===== config.mk =====
export PLATFORM = sky130hd
export DESIGN_NAME = six_axis_normalizer_with_grip_latch_top
export DESIGN_NICKNAME = d
export VERILOG_FILES = /design/src/hdl/sanz_pkg.sv /design/src/hdl/sanz_lane.sv /design/src/hdl/sanz_grip.sv /design/src/hdl/six_axis_normalizer_with_grip_latch_top.sv
export VERILOG_INCLUDE_DIRS = /design/src /design/src/hdl
export SDC_FILE = /design/constraint.sdc
export NUM_CORES = 2
export LEC_CHECK = 0
export ABC_AREA = 1
export CAP_MARGIN = 25
export CORE_ASPECT_RATIO = 0.6
export CORE_MARGIN = 10
export CORE_UTILIZATION = 55
export DETAILED_ROUTE_END_ITERATION = 12
export DONT_BUFFER_PORTS = 1
export PLACE_DENSITY_LB_ADDON = 0.15
export SLEW_MARGIN = 10
export SYNTH_ARGS = -nofsm -noshare
export SYNTH_HDL_FRONTEND = slang
export SYNTH_SLANG_ARGS = --single-unit

===== constraint.sdc =====
create_clock -name clk_i -period 10.6 [get_ports clk_i]
set_clock_uncertainty 0.1 [all_clocks]
set_input_delay 0.53 -clock clk_i [delete_from_list [all_inputs] [get_ports clk_i]]
set_output_delay 0.53 -clock clk_i [all_outputs]
set_load 0.02 [all_outputs]

===== src/hdl/six_axis_normalizer_with_grip_latch_top_macros.svh =====
// Assertion macros for the six-axis normalizer.
// Included by the top level; relies on its clock and reset names.
`ifndef SIX_AXIS_NORMALIZER_WITH_GRIP_LATCH_TOP_MACROS_SVH
`define SIX_AXIS_NORMALIZER_WITH_GRIP_LATCH_TOP_MACROS_SVH

// Same-cycle implication, disabled while in reset
`define SANZ_ASSERT_NOW(label, ante, cons, msg) \
  label: assert property (@(posedge clk_i) disable iff (!rst_ni) (ante) |-> (cons)) \
    else $error(msg);

// Next-cycle implication, disabled while in reset
`define SANZ_ASSERT_NEXT(label, ante, cons, msg) \
  label: assert property (@(posedge clk_i) disable iff (!rst_ni) (ante) |=> (cons)) \
    else $error(msg);

`endif


===== src/hdl/sanz_pkg.sv =====
// Shared constants, types and codes for the six-axis normalizer.
// No dependencies; used by every module of the block.
`default_nettype none

package sanz_pkg;

  // Field widths
  localparam int unsigned RAW_WIDTH      = 16;
  localparam int unsigned OUT_W          = 16;
  localparam int unsigned OUT_AXES       = 6;
  localparam int unsigned AXIS_COUNT_DEF = 6;
  localparam int unsigned SRC_W          = 3;
  localparam int unsigned DIV_W          = 16;
  localparam int unsigned FRAC_BITS      = 14;
  localparam int unsigned Q_W            = 15;
  localparam int unsigned DZ_W           = 15;
  localparam int unsigned BTN_W          = 32;
  localparam int unsigned TS_W           = 48;
  localparam int unsigned IN_DATA_W      = 176;
  localparam int unsigned OUT_DATA_W     = 184;

  // Configuration port
  localparam int unsigned CFG_IDX_W  = 3;
  localparam int unsigned CFG_DATA_W = 48;
  localparam int unsigned MAP_W      = SRC_W * OUT_AXES;
  localparam int unsigned SCALE_W    = DIV_W * 3;

  localparam logic [CFG_IDX_W-1:0] REG_SOURCE_MAP  = 3'd0;
  localparam logic [CFG_IDX_W-1:0] REG_NEGATE      = 3'd1;
  localparam logic [CFG_IDX_W-1:0] REG_DEADZONE    = 3'd2;
  localparam logic [CFG_IDX_W-1:0] REG_SCALE_TRANS = 3'd3;
  localparam logic [CFG_IDX_W-1:0] REG_SCALE_ROT   = 3'd4;

  // Identity source map: output axis k reads source axis k
  localparam logic [MAP_W-1:0] MAP_RESET = 18'd181896;

  // 1.0 in Q2.14
  localparam logic [Q_W-1:0] ONE_Q14 = 15'd16384;

  // Commands and result kinds
  localparam logic CMD_RAW   = 1'b0;
  localparam logic CMD_TICK  = 1'b1;
  localparam logic KIND_RAW  = 1'b0;
  localparam logic KIND_NORM = 1'b1;

  // Grip button positions in the button mask
  localparam int unsigned GRIP_CLOSE = 0;
  localparam int unsigned GRIP_OPEN  = 1;

  typedef enum logic [2:0] {
    ST_IDLE,
    ST_LOAD,
    ST_START,
    ST_DIV,
    ST_NORM,
    ST_RAW
  } state_e;

  // Broadcast from the top level to every lane
  typedef struct packed {
    logic                   load;
    logic [SRC_W-1:0]       sel;
    logic [RAW_WIDTH-1:0]   raw;
    logic                   start;
  } lane_cmd_t;

  // Lane status back to the merge stage
  typedef struct packed {
    logic             busy;
    logic [OUT_W-1:0] value;
  } lane_stat_t;

endpackage

`default_nettype wire


===== src/hdl/sanz_lane.sv =====
// One normalization lane: source capture, bit-serial divider, saturate, deadzone.
// Depends on sanz_pkg.
`default_nettype none

module sanz_lane #(
  parameter int unsigned AXIS_N = sanz_pkg::AXIS_COUNT_DEF
) (
  input  logic                        clk_i,
  input  logic                        rst_ni,
  input  sanz_pkg::lane_cmd_t         cmd_i,
  input  logic [sanz_pkg::SRC_W-1:0]  src_i,
  input  logic [sanz_pkg::DIV_W-1:0]  divisor_i,
  input  logic                        negate_i,
  input  logic [sanz_pkg::DZ_W-1:0]   deadzone_i,
  output sanz_pkg::lane_stat_t        stat_o
);
  import sanz_pkg::*;

  localparam int unsigned DVD_W = RAW_WIDTH + FRAC_BITS;
  localparam int unsigned CNT_W = $clog2(DVD_W);

  logic [RAW_WIDTH-1:0] raw_q;
  logic                 mapped_q;
  logic                 neg_q;
  logic [DIV_W-1:0]     rem_q, rem_d;
  logic [DVD_W-1:0]     quo_q;
  logic [CNT_W-1:0]     cnt_q;
  logic                 busy_q;

  logic [RAW_WIDTH-1:0] mag;
  logic [DIV_W-1:0]     div_eff;
  logic [DIV_W:0]       trial, diff;
  logic                 ge;
  logic [Q_W-1:0]       q_sat, q_keep;
  logic [OUT_W-1:0]     pos_val;

  // Magnitude of the captured axis; the most negative code maps to 2^(w-1)
  assign mag     = raw_q[RAW_WIDTH-1] ? RAW_WIDTH'(~raw_q + 1'b1) : raw_q;
  assign div_eff = (divisor_i == '0) ? DIV_W'(1) : divisor_i;

  // One restoring-division step per cycle
  assign trial = {rem_q, quo_q[DVD_W-1]};
  assign diff  = trial - {1'b0, div_eff};
  assign ge    = (trial >= {1'b0, div_eff});
  assign rem_d = ge ? diff[DIV_W-1:0] : trial[DIV_W-1:0];

  // Saturate to 1.0, then deadzone, then sign
  assign q_sat   = (quo_q > DVD_W'(ONE_Q14)) ? ONE_Q14 : quo_q[Q_W-1:0];
  assign q_keep  = (!mapped_q || (q_sat < deadzone_i)) ? '0 : q_sat;
  assign pos_val = {1'b0, q_keep};

  assign stat_o.busy  = busy_q;
  assign stat_o.value = neg_q ? OUT_W'(-pos_val) : pos_val;

  // Divider control
  always_ff @(posedge clk_i or negedge rst_ni) begin
    if (!rst_ni) begin
      busy_q <= 1'b0;
      cnt_q  <= '0;
    end else if (cmd_i.start) begin
      busy_q <= 1'b1;
      cnt_q  <= '0;
    end else if (busy_q) begin
      cnt_q <= cnt_q + 1'b1;
      if (cnt_q == CNT_W'(DVD_W - 1)) begin
        busy_q <= 1'b0;
      end
    end
  end

  // Datapath: capture on matching broadcast, load on start, shift while busy
  always_ff @(posedge clk_i) begin
    if (cmd_i.load && (cmd_i.sel == src_i)) begin
      raw_q <= cmd_i.raw;
    end
    if (cmd_i.start) begin
      neg_q    <= raw_q[RAW_WIDTH-1] ^ negate_i;
      mapped_q <= ({1'b0, src_i} < (SRC_W + 1)'(AXIS_N));
      quo_q    <= {mag, FRAC_BITS'(0)};
      rem_q    <= '0;
    end else if (busy_q) begin
      rem_q <= rem_d;
      quo_q <= {quo_q[DVD_W-2:0], ge};
    end
  end

endmodule

`default_nettype wire


===== src/hdl/sanz_grip.sv =====
// Gripper latch driven by single rising edges of the close and open buttons.
// Depends on sanz_pkg.
`default_nettype none

module sanz_grip (
  input  logic       clk_i,
  input  logic       rst_ni,
  input  logic       update_i,
  input  logic [1:0] buttons_i,
  output logic       grip_o
);
  import sanz_pkg::*;

  logic [1:0] prior_q;
  logic       grip_q, grip_d;
  logic [1:0] rising;
  logic       close_rise, open_rise, both_held;

  assign rising     = buttons_i & ~prior_q;
  assign close_rise = rising[GRIP_CLOSE];
  assign open_rise  = rising[GRIP_OPEN];
  assign both_held  = buttons_i[GRIP_CLOSE] & buttons_i[GRIP_OPEN];

  // Edges count only when exactly one fires and not both are held
  always_comb begin
    grip_d = grip_q;
    if (!both_held && (close_rise != open_rise)) begin
      grip_d = close_rise;
    end
  end

  always_ff @(posedge clk_i or negedge rst_ni) begin
    if (!rst_ni) begin
      prior_q <= '0;
      grip_q  <= 1'b0;
    end else if (update_i) begin
      prior_q <= buttons_i;
      grip_q  <= grip_d;
    end
  end

  assign grip_o = grip_q;

endmodule

`default_nettype wire


===== src/hdl/six_axis_normalizer_with_grip_latch_top.sv =====
// Six-axis controller normalizer top: report store, lane array, merge and output register.
// Depends on sanz_pkg, sanz_lane, sanz_grip and the assertion macro header.
//
// A raw report (tuser 0) updates the held axes, buttons and gripper latch and
// yields one raw beat, loaded into the output register once that register is
// free; the input is ready again when the raw beat is loaded. A tick (tuser 1)
// yields a normalized beat then a raw beat: the held axes are broadcast to the
// lanes one source per cycle, then every lane runs a one-bit-per-cycle divider
// of RAW_WIDTH+14 steps; the normalized beat is loaded once no lane is busy and
// the output register is free, then the raw beat likewise, and the input is
// ready again when the raw beat is loaded. A new beat is accepted whenever the
// control is idle, even while the last result still waits in the output
// register.
`default_nettype none

module six_axis_normalizer_with_grip_latch_top #(
  parameter int unsigned AXIS_COUNT = sanz_pkg::AXIS_COUNT_DEF
) (
  input  logic                              clk_i,
  input  logic                              rst_ni,
  // Input stream
  input  logic                              s_axis_tvalid,
  output logic                              s_axis_tready,
  // tdata, LSB up: raw_axis_0..raw_axis_5, button_bits, time_stamp
  input  logic [sanz_pkg::IN_DATA_W-1:0]    s_axis_tdata,
  // tuser: command
  input  logic                              s_axis_tuser,
  // Output stream
  output logic                              m_axis_tvalid,
  input  logic                              m_axis_tready,
  // tdata, LSB up: out_axis_0..out_axis_5, held_buttons, grip_closed,
  // sample_time, zero pad
  output logic [sanz_pkg::OUT_DATA_W-1:0]   m_axis_tdata,
  // tuser: result_kind
  output logic                              m_axis_tuser,
  // tlast: last_of_run
  output logic                              m_axis_tlast,
  // Configuration write channel
  input  logic                              cfg_valid_i,
  output logic                              cfg_ready_o,
  input  logic [sanz_pkg::CFG_IDX_W-1:0]    cfg_index_i,
  input  logic [sanz_pkg::CFG_DATA_W-1:0]   cfg_data_i
);
  import sanz_pkg::*;

  `include "six_axis_normalizer_with_grip_latch_top_macros.svh"

  localparam int unsigned AXIS_N = (AXIS_COUNT < OUT_AXES) ? AXIS_COUNT : OUT_AXES;
  localparam int unsigned SEL_W  = (AXIS_N > 1) ? $clog2(AXIS_N) : 1;
  localparam int unsigned PAD_W  = OUT_DATA_W - (OUT_AXES * OUT_W + BTN_W + 1 + TS_W);

  // Configuration registers
  logic [MAP_W-1:0]    map_q;
  logic [OUT_AXES-1:0] negate_q;
  logic [DZ_W-1:0]     deadzone_q;
  logic [SCALE_W-1:0]  scale_trans_q;
  logic [SCALE_W-1:0]  scale_rot_q;

  // Held report
  logic [RAW_WIDTH-1:0] held_axes_q [AXIS_N];
  logic [BTN_W-1:0]     held_btn_q;
  logic [TS_W-1:0]      time_q;
  logic                 grip;

  // Control
  state_e           state_q, state_d;
  logic [SEL_W-1:0] sel_q;
  logic             in_accept;
  logic             in_tick;
  logic             out_free;
  logic             load_norm, load_raw;
  logic             lane_load, lane_start;
  logic             any_busy;

  // Output register
  logic                            out_valid_q;
  logic                            out_kind_q;
  logic                            out_last_q;
  logic [OUT_AXES-1:0][OUT_W-1:0]  out_axes_q;
  logic [BTN_W-1:0]                out_btn_q;
  logic                            out_grip_q;
  logic [TS_W-1:0]                 out_time_q;

  logic [OUT_AXES-1:0][OUT_W-1:0]  norm_axes;
  logic [OUT_AXES-1:0][OUT_W-1:0]  raw_axes;
  logic [AXIS_N-1:0]               lane_busy;
  lane_cmd_t                       lane_cmd;

  assign in_accept = s_axis_tvalid & s_axis_tready;
  assign in_tick   = (s_axis_tuser == CMD_TICK);
  assign out_free  = !out_valid_q || m_axis_tready;
  assign any_busy  = |lane_busy;
  assign cfg_ready_o = 1'b1;

  // Configuration writes
  always_ff @(posedge clk_i or negedge rst_ni) begin
    if (!rst_ni) begin
      map_q         <= MAP_RESET;
      negate_q      <= '0;
      deadzone_q    <= '0;
      scale_trans_q <= '0;
      scale_rot_q   <= '0;
    end else if (cfg_valid_i && cfg_ready_o) begin
      case (cfg_index_i)
        REG_SOURCE_MAP:  map_q         <= cfg_data_i[MAP_W-1:0];
        REG_NEGATE:      negate_q      <= cfg_data_i[OUT_AXES-1:0];
        REG_DEADZONE:    deadzone_q    <= cfg_data_i[DZ_W-1:0];
        REG_SCALE_TRANS: scale_trans_q <= cfg_data_i[SCALE_W-1:0];
        REG_SCALE_ROT:   scale_rot_q   <= cfg_data_i[SCALE_W-1:0];
        default: ;
      endcase
    end
  end

  // Report store: axes and buttons taken on a raw update beat
  always_ff @(posedge clk_i or negedge rst_ni) begin
    if (!rst_ni) begin
      for (int k = 0; k < AXIS_N; k++) begin
        held_axes_q[k] <= '0;
      end
      held_btn_q <= '0;
    end else if (in_accept && (s_axis_tuser == CMD_RAW)) begin
      for (int k = 0; k < AXIS_N; k++) begin
        held_axes_q[k] <= s_axis_tdata[k*OUT_W +: RAW_WIDTH];
      end
      held_btn_q <= s_axis_tdata[OUT_AXES*OUT_W +: BTN_W];
    end
  end

  always_ff @(posedge clk_i) begin
    if (in_accept) begin
      time_q <= s_axis_tdata[OUT_AXES*OUT_W + BTN_W +: TS_W];
    end
  end

  sanz_grip u_grip (
    .clk_i     (clk_i),
    .rst_ni    (rst_ni),
    .update_i  (in_accept && (s_axis_tuser == CMD_RAW)),
    .buttons_i (s_axis_tdata[OUT_AXES*OUT_W +: 2]),
    .grip_o    (grip)
  );

  // Source broadcast counter
  always_ff @(posedge clk_i or negedge rst_ni) begin
    if (!rst_ni) begin
      sel_q <= '0;
    end else if (state_q == ST_LOAD) begin
      sel_q <= sel_q + 1'b1;
    end else begin
      sel_q <= '0;
    end
  end

  assign lane_cmd.load  = lane_load;
  assign lane_cmd.sel   = SRC_W'(sel_q);
  assign lane_cmd.raw   = held_axes_q[sel_q];
  assign lane_cmd.start = lane_start;

  // Lane array
  for (genvar k = 0; k < OUT_AXES; k++) begin : g_lane
    if (k < AXIS_N) begin : g_on
      lane_stat_t       stat;
      logic [DIV_W-1:0] divisor;

      if (k < 3) begin : g_trans
        assign divisor = scale_trans_q[k*DIV_W +: DIV_W];
      end else begin : g_rot
        assign divisor = scale_rot_q[(k-3)*DIV_W +: DIV_W];
      end

      sanz_lane #(
        .AXIS_N (AXIS_N)
      ) u_lane (
        .clk_i      (clk_i),
        .rst_ni     (rst_ni),
        .cmd_i      (lane_cmd),
        .src_i      (map_q[k*SRC_W +: SRC_W]),
        .divisor_i  (divisor),
        .negate_i   (negate_q[k]),
        .deadzone_i (deadzone_q),
        .stat_o     (stat)
      );

      assign lane_busy[k] = stat.busy;
      assign norm_axes[k] = stat.value;
      assign raw_axes[k]  = OUT_W'(held_axes_q[k]);
    end else begin : g_off
      assign norm_axes[k] = '0;
      assign raw_axes[k]  = '0;
    end
  end

  // Next state
  always_comb begin
    state_d = state_q;
    case (state_q)
      ST_IDLE:  if (in_accept) state_d = in_tick ? ST_LOAD : ST_RAW;
      ST_LOAD:  if (sel_q == SEL_W'(AXIS_N - 1)) state_d = ST_START;
      ST_START: state_d = ST_DIV;
      ST_DIV:   if (!any_busy) state_d = ST_NORM;
      ST_NORM:  if (out_free) state_d = ST_RAW;
      ST_RAW:   if (out_free) state_d = ST_IDLE;
      default:  state_d = ST_IDLE;
    endcase
  end

  // Control outputs
  always_comb begin
    s_axis_tready = 1'b0;
    lane_load     = 1'b0;
    lane_start    = 1'b0;
    load_norm     = 1'b0;
    load_raw      = 1'b0;
    case (state_q)
      ST_IDLE:  s_axis_tready = 1'b1;
      ST_LOAD:  lane_load     = 1'b1;
      ST_START: lane_start    = 1'b1;
      ST_DIV:   ;
      ST_NORM:  load_norm     = out_free;
      ST_RAW:   load_raw      = out_free;
      default:  ;
    endcase
  end

  always_ff @(posedge clk_i or negedge rst_ni) begin
    if (!rst_ni) begin
      state_q <= ST_IDLE;
    end else begin
      state_q <= state_d;
    end
  end

  // Merge into the output register
  always_ff @(posedge clk_i or negedge rst_ni) begin
    if (!rst_ni) begin
      out_valid_q <= 1'b0;
    end else if (load_norm || load_raw) begin
      out_valid_q <= 1'b1;
    end else if (m_axis_tready) begin
      out_valid_q <= 1'b0;
    end
  end

  always_ff @(posedge clk_i) begin
    if (load_norm) begin
      out_kind_q <= KIND_NORM;
      out_last_q <= 1'b0;
      out_axes_q <= norm_axes;
      out_btn_q  <= '0;
      out_grip_q <= grip;
      out_time_q <= time_q;
    end else if (load_raw) begin
      out_kind_q <= KIND_RAW;
      out_last_q <= 1'b1;
      out_axes_q <= raw_axes;
      out_btn_q  <= held_btn_q;
      out_grip_q <= grip;
      out_time_q <= time_q;
    end
  end

  assign m_axis_tvalid = out_valid_q;
  assign m_axis_tuser  = out_kind_q;
  assign m_axis_tlast  = out_last_q;
  assign m_axis_tdata  = {PAD_W'(0), out_time_q, out_grip_q, out_btn_q, out_axes_q};

  // Checks
  `SANZ_ASSERT_NOW(a_norm_not_last, m_axis_tvalid && (m_axis_tuser == KIND_NORM), !m_axis_tlast && (out_btn_q == '0), "normalized beat carries last or buttons")
  `SANZ_ASSERT_NOW(a_norm_after_div, load_norm, !any_busy, "normalized beat loaded while a lane divides")
  `SANZ_ASSERT_NEXT(a_tick_starts_load, in_accept && in_tick, (state_q == ST_LOAD) && !s_axis_tready, "tick did not start the source broadcast")

endmodule

`default_nettype wire


Yosys cells after proc, flatten, opt, wreduce, memory -nomap -nowiden
Cells that the tools add are included.

Output and inout bits: 189. Register bits: 920. Word-level logic and storage cells: 323.

Mux-type cells: 102. Add/sub/neg operators: 25. Equality and inequality tests: 28. Bitwise logic cells: 18. Reduce and logical (&&, ||, !) cells: 48. Magnitude comparators: 25.

Operator list (count): $mux 16 (26); $mux 30 (12); $mux 96 (2); $gt 30x15->1 const B (6); $mux 15 (12); $ge 17x16->1 (6); $add 16x1->16 const B (6); $logic_not 16->1 (6); $mux 48 (2); $neg 15->16 (6); $not 16->16 (6); $sub 16x16->16 (6); $lt 15x15->1 (6); $mux 5 (12); $bmux 16 s3 (1); $add 5x1->5 const B (6); $eq 5x5->1 const B (6); $mux 1 (27); $mux 3 (7); $eq 3x3->1 (6); $lt 3x3->1 const B (6); $pmux 3 s6 (1); $reduce_bool 2->1 (8); $eq 3x2->1 const B (4); other kinds (20) (60).

Depth between registers and ports, before layout
Depth in word-level cells: 8. Depth in mapped cells: 31. Depth with buffers taken out: 29.

Hierarchy
From an unflattened synthesis, not the netlist that was laid out.

Cells, all modules: 5840. Area total of the unflattened synthesis: 49259.7 um2.

Modules (own cells, without submodules): six_axis_normalizer_with_grip_latch_top (sequential area each 13241.4 um2, area an instance 19252.2 um2, instances 1, cells each 1912); sanz_lane at g_lane[1].g_on.u_lane ... (sequential area each 1771.7 um2, area an instance 4989.8 um2, instances 3, cells each 651); sanz_lane at g_lane[0].g_on.u_lane (sequential area each 1771.7 um2, area an instance 5017.3 um2, instances 1, cells each 648); sanz_lane at g_lane[3].g_on.u_lane (sequential area each 1771.7 um2, area an instance 5001.0 um2, instances 1, cells each 645); sanz_lane at g_lane[5].g_on.u_lane (sequential area each 1771.7 um2, area an instance 4887.2 um2, instances 1, cells each 665); sanz_grip (sequential area each 75.1 um2, area an instance 132.6 um2, instances 1, cells each 17).

Worst setup path before layout
OpenSTA, ideal clock, no wires.

Kind: input to register. From: input m_axis_tready. To: register out_kind_q, in the netlist m_axis_tuser. Setup time: 0.130 ns. Slack: 5.851 ns. Stages on the path: 8. Arrival: 4.519 ns. Buffers on the path: 1. Cell sequence: nor2_1 > inv_1 > nand2_1 > inv_1 > nand2_1 > clkbuf_1 > o21ai_0 > inv_1.

Cells in the longest elaborated chain, start to end: 2. Elaborated cells between the ends (all ways): 3. Those cells by class: 2 x mux; 1 x reduce/logical.

RTL lines: start, declared (line six_axis_normalizer_with_grip_latch_top.sv:30) `input logic m_axis_tready,`; $logic_or 1x1->1 * (line six_axis_normalizer_with_grip_latch_top.sv:91) `assign out_free = !out_valid_q || m_axis_tready;`; $mux 1 (line six_axis_normalizer_with_grip_latch_top.sv:215) `case (state_q)`; end signal, assigned (line six_axis_normalizer_with_grip_latch_top.sv:247) `out_kind_q <= KIND_NORM;`; end signal, assigned (line six_axis_normalizer_with_grip_latch_top.sv:254) `out_kind_q <= KIND_RAW;`; end, declared (line six_axis_normalizer_with_grip_latch_top.sv:77) `logic out_kind_q;`.

Mark *: on every way between the ends. The rest lies on a longest branch, timed or not. A chain may end at the register's enable or synchronous reset.

Final worst setup path
From: register state_q[0]. To: register held_btn_q[29].

Cells in the longest elaborated chain, start to end: 4.

RTL lines: start, declared (line six_axis_normalizer_with_grip_latch_top.sv:66) `state_e state_q, state_d;`; start signal, assigned (line six_axis_normalizer_with_grip_latch_top.sv:230) `state_q <= state_d;`; $logic_not 3->1 (line six_axis_normalizer_with_grip_latch_top.sv:215); $mux 1 (line six_axis_normalizer_with_grip_latch_top.sv:215); $and 1x1->1 (line six_axis_normalizer_with_grip_latch_top.sv:89) `assign in_accept = s_axis_tvalid & s_axis_tready;`; net in_accept (line six_axis_normalizer_with_grip_latch_top.sv:68) `logic in_accept;`; $logic_and 1x1->1 (line six_axis_normalizer_with_grip_latch_top.sv:122) `end else if (in_accept && (s_axis_tuser == CMD_RAW)) begin`; end signal, assigned (line six_axis_normalizer_with_grip_latch_top.sv:126) `held_btn_q <= s_axis_tdata[OUT_AXES*OUT_W +: BTN_W];`; end, declared (line six_axis_normalizer_with_grip_latch_top.sv:61) `logic [BTN_W-1:0] held_btn_q;`.

The timed path passes the listed nets, and every way through them passes these cells.

==> impl_metrics.json <==
{
  "syn_area_um2": 47800,
  "synthDistinctLibCells": 68,
  "finalSetupViolCount": 0,
  "max-slew-margin-rel_pct": 33.1,
  "dp_cells": 6600,
  "grtUsageMet3_pct": 8.96,
  "netlist_instances": 5628,
  "period_minus_slack_ns": 4.74,
  "setup_tns_ns": 0,
  "crit_path_start_kind": "flop",
  "drt.antenna.violating_nets": 0,
  "synthTopCellsByArea": "edfxtp_1, dfrtp_1, nand2_1",
  "synth_top_area_share_pct": 24.9,
  "io_pins": 422,
  "grt_antenna_before_repair": 14,
  "clock_latency_ns": 0.69,
  "dpl-instance-area_um2": 48800,
  "drc": 0,
  "numClockSinks": 918,
  "grt_pass1_vias": 36600,
  "worst_pin_slew_ns": 1.00,
  "worstPathMaxFanout": 97,
  "layout.nets": 6206,
  "ys_top_cells_by_count": "nand2_1, inv_1, o21ai_0, nor2_1, edfxtp_1",
  "drtIter0Drc": 4815,
  "ir_drop_mv": 0.171,
  "top_usage_layer": "met2",
  "use_met2_pct": 41.3,
  "postLayoutCellArea_um2": 53900,
  "synth-edff-count": 397,
  "hpwl_um": 108000,
  "wl_um": 149000,
  "wl_per_cell_um": 21.4,
  "end_kind": "flop",
  "area_growth_pct": 12.7,
  "num_rows": 83,
  "yosys.cell_count.top_type": "nand2_1",
  "final_max_slew_viol_count": 0,
  "multi_input_area_um2": 20400,
  "firstDrtPassIters": 6,
  "cts_made_buffers": 86,
  "vias": 40100,
  "fmax_mhz": 211,
  "ys_ff_latch": 918,
  "clk_pin_slew_worst_paths_ns": 0.07,
  "pre_cts_ws_ns": 6.11,
  "viasPerCell": 5.73,
  "htreeDepth": 3,
  "start_util_pct": 55.7,
  "cellLeakagePower_nw": 24.3,
  "cts_setup_buffers": 0,
  "die_area_um2": 99500,
  "port_buffers": 0,
  "crit_required_ns": 11.03,
  "die_y_um": 248,
  "rsz0062_at_grt": "false",
  "ys_seq_area_share_pct": 50.0,
  "avgSynthCellArea_um2": 8.49,
  "finalPower_mw": 16.8,
  "nFillCells": 7245,
  "gp_congestion": 0.941,
  "layoutNonFillerInstCount": 6991,
  "use_met1_pct": 41.3,
  "grt_first_pass_wirelength_um": 223000,
  "p_per_area_nw_per_um2": 311,
  "synthFlopType": "edfxtp_1",
  "die_w_um": 401,
  "critPathArrivalTime_ns": 5.17,
  "clockBufferDepth": 3,
  "hold_viol_final": 0,
  "grt_usage_pct": 28.8,
  "synthArstFlopShare_pct": 33.4,
  "yosys_warnings": 0,
  "status": "finished clean",
  "core_region_area_um2": 85900,
  "hold_path_class": "in -> reg",
  "drive_above_1_share_pct": 5.40,
  "cts_root_buf": "clkbuf_16",
  "yosys.area.top_type": "edfxtp_1",
  "gr-total-overflow": 0,
  "drv_cap": 0,
  "timing.final.ws_setup_ns": 5.86,
  "path_class": "reg -> reg",
  "post-route-period-util_pct": 44.7,
  "grt_start_max_net_pins": 308,
  "cts_tree": "done",
  "ff_latch_area_um2": 23900
}
==> per-stage QoR <==
stage	utilization [%]	hold WS, ns
final	62.7	0.0475
after global routing	62.7	0.0455
after CTS	62.5	0.0134
after detailed placement	56.8	0.152
after global placement	56.7	0.150
after floorplan	-	0.134
==> per-layer routing <==
metal | vias to the layer above | part of all wire, %
met5 | - | 0.020
met4 | 6 | 3.2
met3 | 280 | 11
met2 | 1784 | 42
met1 | 18900 | 43
li1 | 19100 | -
==> kinds of logic (layout without fill, tap and decap cells) <==
| kind of cell | Yosys count | after routing | synth area share, % |
|---|---|---|---|
| AO/OA/AOI/OAI | 1164 | 1164 | 14.2 |
| XOR/XNOR | 131 | 131 | 2.40 |
| adder cells (fa/ha/maj) | 212 | 212 | 5.64 |
| buffers and inverters | 932 | 1131 | 7.71 |
| flip-flops | 918 | 918 | 50.0 |
| multiplexers | 18 | 18 | 0.377 |
| other | 2 | 19 | 0.0157 |
| AND/OR/NAND/NOR | 2251 | 2251 | 19.7 |
==> state kept, by name, summed over array words and instances, names as in the netlist, 3 cells and up <==
name                         flops
g_lane.g_on.u_lane.quo_q       180
g_lane.g_on.u_lane.raw_q        96
g_lane.g_on.u_lane.rem_q        96
held_axes_q                     96
m_axis_tdata                    96
out_time_q                      48
scale_rot_q                     48
scale_trans_q                   48
time_q                          48
held_btn_q                      32
out_btn_q                       32
g_lane.g_on.u_lane.cnt_q        30
map_q                           18
deadzone_q                      15
g_lane.g_on.u_lane.busy_q        6
g_lane.g_on.u_lane.mapped_q      6
g_lane.g_on.u_lane.neg_q         6
negate_q                         6
sel_q                            3
state_q                          3
==> critical path, stage by stage, from the launching register on <==
cell	delay, ns
dfrtp_1	0.54
nor2_1	0.22
nand2_1	0.16
nor2_4	0.10
buf_4	0.56
nand2_2	0.59
inv_4	0.47
buf_4	0.79
buf_4	0.68
o21ai_0	0.22
==> timing repair <==
action                                 CTS  global route
endpoints found under the hold margin  553            31
hold buffers                           212             1
gates resized for setup                  0             0
==> path summary, 6_finish.rpt <==
kind,startpoint,endpoint,slack [ns],depth (start not counted)
max,state_q[0],held_btn_q[29],5.86,9
max reg2reg,state_q[0],held_btn_q[29],5.86,9
max in group asynchronous,rst_ni,g_lane[0].g_on.u_lane.cnt_q[3],9.08,3
min in group asynchronous,rst_ni,scale_trans_q[41],0.25,2
min,cfg_data_i[13],map_q[13],0.05,2
min reg2reg,time_q[46],out_time_q[46],0.30,0
==> layout make-up <==
type	count	share of cell area, %
Antenna cell	11	0.0511
Multi-Input combinational cell	3784	37.8
Clock buffer	111	4.26
Tap cell	1147	2.66
Timing Repair Buffer	266	4.98
Inverter	705	4.93
Sequential cell	918	44.4
Clock inverter	49	0.906
==> where the power goes <==
group	total (mW)	switching, mW	internal, mW	leakage [nW]
Sequential	6.77	1.37	5.39	9.42
Combinational	6.82	4.47	2.35	13.5
Clock	3.17	1.43	1.74	1.35
Total	16.8	7.28	9.48	24.3
==> cells in the final DEF, fill, tap and decap left out, types with 8 or more instances in the layout <==
cell type / synthesis / routed
a22oi_1: 78 / 78
inv_6: 0 / 8
or2_2: 9 / 9
o21ai_1: 42 / 49
a32o_1: 34 / 34
bufinv_16: 0 / 8
dfrtp_1: 300 / 299
o21ai_2: 5 / 11
ha_1: 206 / 206
xor2_1: 66 / 66
inv_1: 696 / 694
dlygate4sd3_1: 0 / 212
a21boi_1: 8 / 8
nand4_1: 49 / 49
edfxtp_1: 397 / 397
nand2_2: 21 / 22
o22ai_1: 41 / 41
nor2_2: 9 / 16
a21oi_1: 208 / 208
buf_4: 19 / 44
diode_2: 0 / 11
nand3_2: 13 / 13
o211ai_1: 57 / 57
clkbuf_1: 161 / 20
nand3_1: 200 / 198
nand2_1: 1359 / 1358
a211oi_1: 13 / 13
clkbuf_16: 0 / 86
dfxtp_1: 214 / 214
nor3_1: 106 / 105
clkinv_2: 0 / 15
xnor2_1: 65 / 65
nand3b_1: 17 / 17
conb_1: 2 / 8
nor4_1: 43 / 37
mux2i_1: 18 / 18
a31oi_1: 13 / 13
nor2_1: 406 / 397
o21ai_0: 595 / 582
clkinv_1: 5 / 15
Note: power is estimated with default switching activity, not from simulation.
